--- config.mk ---
export PLATFORM = sky130hd
export DESIGN_NAME = sorted_priority_queue
export DESIGN_NICKNAME = d
export VERILOG_FILES = /design/src/rtl/spq_pkg.sv /design/src/rtl/sorted_priority_queue.sv /design/src/rtl/spq_cell.sv
export VERILOG_INCLUDE_DIRS = /design/src /design/src/rtl
export SDC_FILE = /design/constraint.sdc
export NUM_CORES = 2
export LEC_CHECK = 0
export BUFFER_PORTS_ARGS = -buffer_cell sky130_fd_sc_hd__buf_2
export CAP_MARGIN = 0
export CORE_MARGIN = 3
export CORE_UTILIZATION = 38
export DETAILED_ROUTE_END_ITERATION = 8
export PLACE_DENSITY_LB_ADDON = 0.1
export SETUP_SLACK_MARGIN = 0.5
export SLEW_MARGIN = 20
export SYNTH_ARGS = -nofsm -noshare
export SYNTH_HDL_FRONTEND = slang
export SYNTH_SLANG_ARGS = --single-unit
--- constraint.sdc ---
create_clock -name clk -period 8.1 [get_ports clk]
set_input_delay 0.405 -clock clk [delete_from_list [all_inputs] [get_ports clk]]
set_output_delay 0.405 -clock clk [all_outputs]
set_load 0.005 [all_outputs]
--- src/rtl/sorted_priority_queue_defines.svh ---
// ----------------------------------------------------------------------------
// sorted_priority_queue_defines
// Assertion macros used by the sorted priority queue top module.
// ----------------------------------------------------------------------------
`ifndef SORTED_PRIORITY_QUEUE_DEFINES_SVH
`define SORTED_PRIORITY_QUEUE_DEFINES_SVH

// consequent must hold in the same cycle as the antecedent
`define SPQ_ASSERT_NOW(lbl, ante, cons, msg) \
	lbl: assert property (@(posedge clk) disable iff (!arst_n) (ante) |-> (cons)) \
		else $error(msg);

// consequent must hold in the cycle after the antecedent
`define SPQ_ASSERT_NEXT(lbl, ante, cons, msg) \
	lbl: assert property (@(posedge clk) disable iff (!arst_n) (ante) |=> (cons)) \
		else $error(msg);

`endif

--- src/rtl/spq_pkg.sv ---
// ----------------------------------------------------------------------------
// spq_pkg
// Types and constants for the sorted priority queue.
// ----------------------------------------------------------------------------
package spq_pkg;

	localparam int DEPTH = 16;
	localparam int CNT_W = $clog2(DEPTH + 1);
	localparam int VAL_W = 32;
	localparam int PRIO_W = 16;
	localparam int OCC_W = 5;

	typedef enum logic [1:0] {
		KIND_ENQ  = 2'd0,
		KIND_DEQ  = 2'd1,
		KIND_PEEK = 2'd2
	} kind_t;

	typedef enum logic [1:0] {
		ST_OK    = 2'd0,
		ST_OVER  = 2'd1,
		ST_UNDER = 2'd2
	} status_t;

	typedef struct packed {
		kind_t                    kind;
		logic signed [VAL_W-1:0]  item_value;
		logic [PRIO_W-1:0]        item_priority;
	} cmd_t;

	typedef struct packed {
		logic signed [VAL_W-1:0]  result_value;
		status_t                  status;
		logic [OCC_W-1:0]         occupancy;
	} rsp_t;

	typedef struct packed {
		logic signed [VAL_W-1:0]  val;
		logic [PRIO_W-1:0]        prio;
	} entry_t;

	// per-cycle shift controls broadcast to every cell
	typedef struct packed {
		logic enq;
		logic deq;
	} ctl_t;

endpackage

--- src/rtl/sorted_priority_queue.sv ---
// ----------------------------------------------------------------------------
// sorted_priority_queue
// Min-priority queue kept sorted in a row of DEPTH cells.
// ----------------------------------------------------------------------------
// One command word (enqueue, dequeue or peek) is taken per clock whenever
// start is high; busy stays low, since every command finishes in the cycle
// it is taken. The row of cells inserts or shifts out in that same cycle and
// the response word appears on result with done high in the cycle after
// the command, for a single cycle; the receiver must take it then. Smaller
// priority numbers leave first, equal priorities in arrival order. A full
// enqueue reports overflow, an empty dequeue or peek underflow, and neither
// alters the contents. Kind 3 is a no-op answered with status ok.
module sorted_priority_queue (
	input  logic          clk,
	input  logic          arst_n,
	input  logic          start,
	output logic          busy,
	input  spq_pkg::cmd_t cmd,
	output logic          done,
	output spq_pkg::rsp_t result
);
	import spq_pkg::*;
	`include "sorted_priority_queue_defines.svh"

	logic [CNT_W-1:0] count_q;
	logic             done_q;
	rsp_t             rsp_q;

	logic   accept, full, empty;
	ctl_t   ctl;
	entry_t new_item;
	entry_t chain_item [DEPTH];
	logic   chain_disp [DEPTH];
	rsp_t   rsp_d;
	logic [CNT_W-1:0] count_d;

	assign busy   = 1'b0;
	assign accept = start && !busy;
	assign full   = (count_q == CNT_W'(DEPTH));
	assign empty  = (count_q == '0);

	assign new_item.val  = cmd.item_value;
	assign new_item.prio = cmd.item_priority;

	always_comb begin
		ctl.enq = accept && (cmd.kind == KIND_ENQ) && !full;
		ctl.deq = accept && (cmd.kind == KIND_DEQ) && !empty;
	end

	for (genvar g = 0; g < DEPTH; g++) begin : g_cell
		localparam logic [CNT_W-1:0] IDX = CNT_W'(g);
		logic   live;
		logic   left_disp;
		entry_t left_item;
		entry_t right_item;

		assign live = (count_q > IDX);

		if (g == 0) begin : g_head
			assign left_disp = 1'b0;
			assign left_item = new_item;
		end else begin : g_body
			assign left_disp = chain_disp[g-1];
			assign left_item = chain_item[g-1];
		end

		if (g == DEPTH - 1) begin : g_tail
			assign right_item = '0;
		end else begin : g_mid
			assign right_item = chain_item[g+1];
		end

		spq_cell u_cell (
			.clk           (clk),
			.ctl           (ctl),
			.new_item      (new_item),
			.live          (live),
			.left_displace (left_disp),
			.left_item     (left_item),
			.right_item    (right_item),
			.displace      (chain_disp[g]),
			.item          (chain_item[g])
		);
	end

	always_comb begin
		count_d            = count_q;
		rsp_d.result_value = '0;
		rsp_d.status       = ST_OK;
		case (cmd.kind)
			KIND_ENQ: begin
				if (full) begin
					rsp_d.status = ST_OVER;
				end else begin
					count_d = count_q + CNT_W'(1);
				end
			end
			KIND_DEQ, KIND_PEEK: begin
				if (empty) begin
					rsp_d.status = ST_UNDER;
				end else begin
					rsp_d.result_value = chain_item[0].val;
					if (cmd.kind == KIND_DEQ) begin
						count_d = count_q - CNT_W'(1);
					end
				end
			end
			default: begin
			end
		endcase
		rsp_d.occupancy = OCC_W'(count_d);
	end

	always_ff @(posedge clk or negedge arst_n) begin
		if (!arst_n) begin
			count_q <= '0;
			done_q  <= 1'b0;
		end else begin
			done_q <= accept;
			if (accept) begin
				count_q <= count_d;
			end
		end
	end

	always_ff @(posedge clk) begin
		if (accept) begin
			rsp_q <= rsp_d;
		end
	end

	assign done   = done_q;
	assign result = rsp_q;

	`SPQ_ASSERT_NOW(a_count_bound, 1'b1, count_q <= CNT_W'(DEPTH), "count above depth")
	`SPQ_ASSERT_NEXT(a_enq_grows, ctl.enq, count_q == $past(count_q) + CNT_W'(1), "enqueue lost")
	`SPQ_ASSERT_NEXT(a_deq_head, ctl.deq, result.result_value == $past(chain_item[0].val), "bad head")
	`SPQ_ASSERT_NEXT(a_done_follows, accept, done, "response missing")
	`SPQ_ASSERT_NEXT(a_no_spurious, !accept, !done, "spurious response")

endmodule

--- src/rtl/spq_cell.sv ---
// ----------------------------------------------------------------------------
// spq_cell
// One slot of the sorted row: keeps one entry, shifts right on insert,
// left on removal of the head.
// ----------------------------------------------------------------------------
module spq_cell (
	input  logic           clk,
	input  spq_pkg::ctl_t   ctl,
	input  spq_pkg::entry_t new_item,
	input  logic           live,
	input  logic           left_displace,
	input  spq_pkg::entry_t left_item,
	input  spq_pkg::entry_t right_item,
	output logic           displace,
	output spq_pkg::entry_t item
);
	import spq_pkg::*;

	entry_t item_q;

	// slot yields to the new word if empty or holding a strictly larger priority;
	// equal priorities stay ahead so arrival order is kept
	always_comb begin
		displace = !live || (item_q.prio > new_item.prio);
	end

	always_ff @(posedge clk) begin
		if (ctl.enq && displace) begin
			item_q <= left_displace ? left_item : new_item;
		end else if (ctl.deq) begin
			item_q <= right_item;
		end
	end

	assign item = item_q;

endmodule
==> qor.yml <==
hp-class: "primary input to asynchronous set/reset pin"
leakagePower_nw: 19.5
slew_headroom: 0.215
die_h_um: 357
top_level_ports: 94
syn_avg_cell_area_um2: 10.2
wl_um: 165000
critPathArrivalTime_ns: 5.06
cts_tree: "yes"
cts.sinks: 813
wl_per_cell_um: 26.8
dieArea_um2: 127000
holdWs_ns: 0.0896
async_flop_share: 0.00738
synth_edf_count: 807
synth_area_leaders: "edfxtp_1 (52%), mux2i_1 (8.2%), ha_1 (7.1%)"
rows: 128
ys_seq_area_frac: 0.522
grt_pass1_wl_um: 243000
period_minus_slack_ns: 4.74
synth_seq_cells: 813
fp.dieW_um: 357
post-cts-setup-buffer-count: 0
finalHoldViolations: 0
ys_types: 70
drive_gt1_frac: 0.0906
synth_ff_type: "edfxtp_1"
status: "finished clean"
rsz0062_at_grt: "no"
clock.fmax_ghz: 0.211
htree_levels: 3
ir_worst_vdd_uv: 259
cts_made_buffers: 98
synthesis.nets: 4901
drt_iter0_markers: 3526
startpoint_type: "primary input"
min_period_over_period: 0.585
drc: 0
clock_path_buffers: 3
vias: 36568
skew_ns: 0.0411
netlist.area_leader.share: 0.518
io_buffers: 92
syn_to_final_growth_pct: 10.6
gr-total-overflow: 0
antenna_found_initial: 3
viasPerCell: 5.92
post_cts_resized: 0
clock_latency_ns: 0.70
fp.coreArea_um2: 122000
synth_common_cells: "nand2_1 (817), edfxtp_1 (807), nor2_1 (512)"
dr.pass1.iters: 6
ant_nets: 0
place.gp.congestion: 0.905
maxSlewViolCount: 0
endpoint_kind: "flop"
clockRootBuffer: "clkbuf_16"
syn_area_um2: 46700
start_util: 0.384
place_hpwl_um: 105000
power.density_nw_per_um2: 304
setup_viol: 0
ys.warnings.count: 0
synth_top_cell_by_area: "edfxtp_1"
cp_max_fo: 54
grt_max_degree: 88
track_usage: 0.254
max-cap-violations: 0
fin_tns_setup_ns: 0
cts.clk_slew.worst_paths_ns: 0.06
synth.most_common_cell: "nand2_1"
tightest_slew_ns: 1.18
nets: 4784
grt_pass1_vias: 35499
critPathRequiredTime_ns: 8.42
postSynthCellCount: 4584
crit_type: "primary input to flop"
ctsHoldBuffers: 1
-- path summary, 6_finish.rpt --
kind                                       startpoint                         end  slack (ns)  cells past startpoint
setup / recovery                              cmd[10]  g_cell[14].u_cell.item[32]        3.36                      9
hold / removal                                 arst_n                  count_q[4]        0.09                      2
max in group asynchronous                      arst_n                  count_q[0]        7.82                      2
min in group clk                                start                        done        0.24                      1
hold reg to reg            g_cell[15].u_cell.item[36]  g_cell[14].u_cell.item[36]        0.52                      2
setup reg to reg                           count_q[1]   g_cell[6].u_cell.item[44]        3.42                     10
-- state kept, by name, summed over array words and instances, names as in the netlist --
register	cells
done	1
g_cell.u_cell.item	768
count_q	5
result	39
-- cell families (layout without fill, tap and decap cells) --
logic type      Yosys count  in the layout  share of synthesized area
other cells               1              2                  0.0000802
fa+ha+maj               264            264                     0.0707
buf+inv                 432            394                     0.0398
mux                     434            434                     0.0943
simple gates           1533           1533                      0.134
compound gates         1107           1107                      0.139
flops                   813            813                      0.522
-- layer usage --
| metal | global-route usage | up-vias | wire length (µm) |
|---|---|---|---|
| met5 | 0 | - | 0 |
| met4 | 0.0624 | 0 | 3480 |
| met3 | 0.0303 | 188 | 10400 |
| met2 | 0.395 | 1271 | 74000 |
| met1 | 0.377 | 18511 | 77400 |
| li1 | - | 16598 | - |
-- where the power goes --
part,internal (mW),switching [mW]
sequential,5.67,0.487
combinational,1.65,3.62
clock,2.42,1.88
total,9.74,5.99
-- through the flow --
| stage | util | cells | instance area, µm² | power, mW | worst slack (ns) |
|---|---|---|---|---|---|
| after floorplan | - | 4584 | 46700 | 9.49 | 1.76 |
| after global placement | 0.399 | 5987 | 48600 | 11.4 | 2.75 |
| after detailed placement | 0.399 | 5991 | 48700 | 11.5 | 2.68 |
| after CTS | 0.424 | 6171 | 51700 | 15.8 | 3.35 |
| after global routing | 0.424 | 6171 | 51700 | 16.5 | 2.98 |
| final | 0.424 | 6172 | 51700 | 15.7 | 3.36 |
-- critical path: stages --
cell and delay [ns]:
buf_2 0.35, inv_1 0.47, ha_1 0.46, nand4_1 0.19, or4_1 0.54, o2111ai_1 0.40
nand3_4 0.62, nand2_2 0.98, buf_4 0.52
-- placed cells by master (no fill, tap or decap), types with 74 or more instances in the layout --
cell type / instances
edfxtp_1: 807
nand2_1: 806
nor2_1: 501
a21oi_1: 476
mux2i_1: 382
ha_1: 264
a31oi_1: 195
o21ai_0: 105
o21ai_1: 101
clkbuf_16: 100
buf_2: 92
buf_4: 74
-- layout make-up --
class                   instances  area, µm²
well taps                    1625       2030
repair buffers                176       1220
diodes                          1       2.50
inverters                      39        146
multi-input cells            3339      20900
fillers                     11824      70200
clock inverters                59        428
clock buffers                 120       2590
flip-flops and latches        813      24400
(Power assumes the default switching activity.)
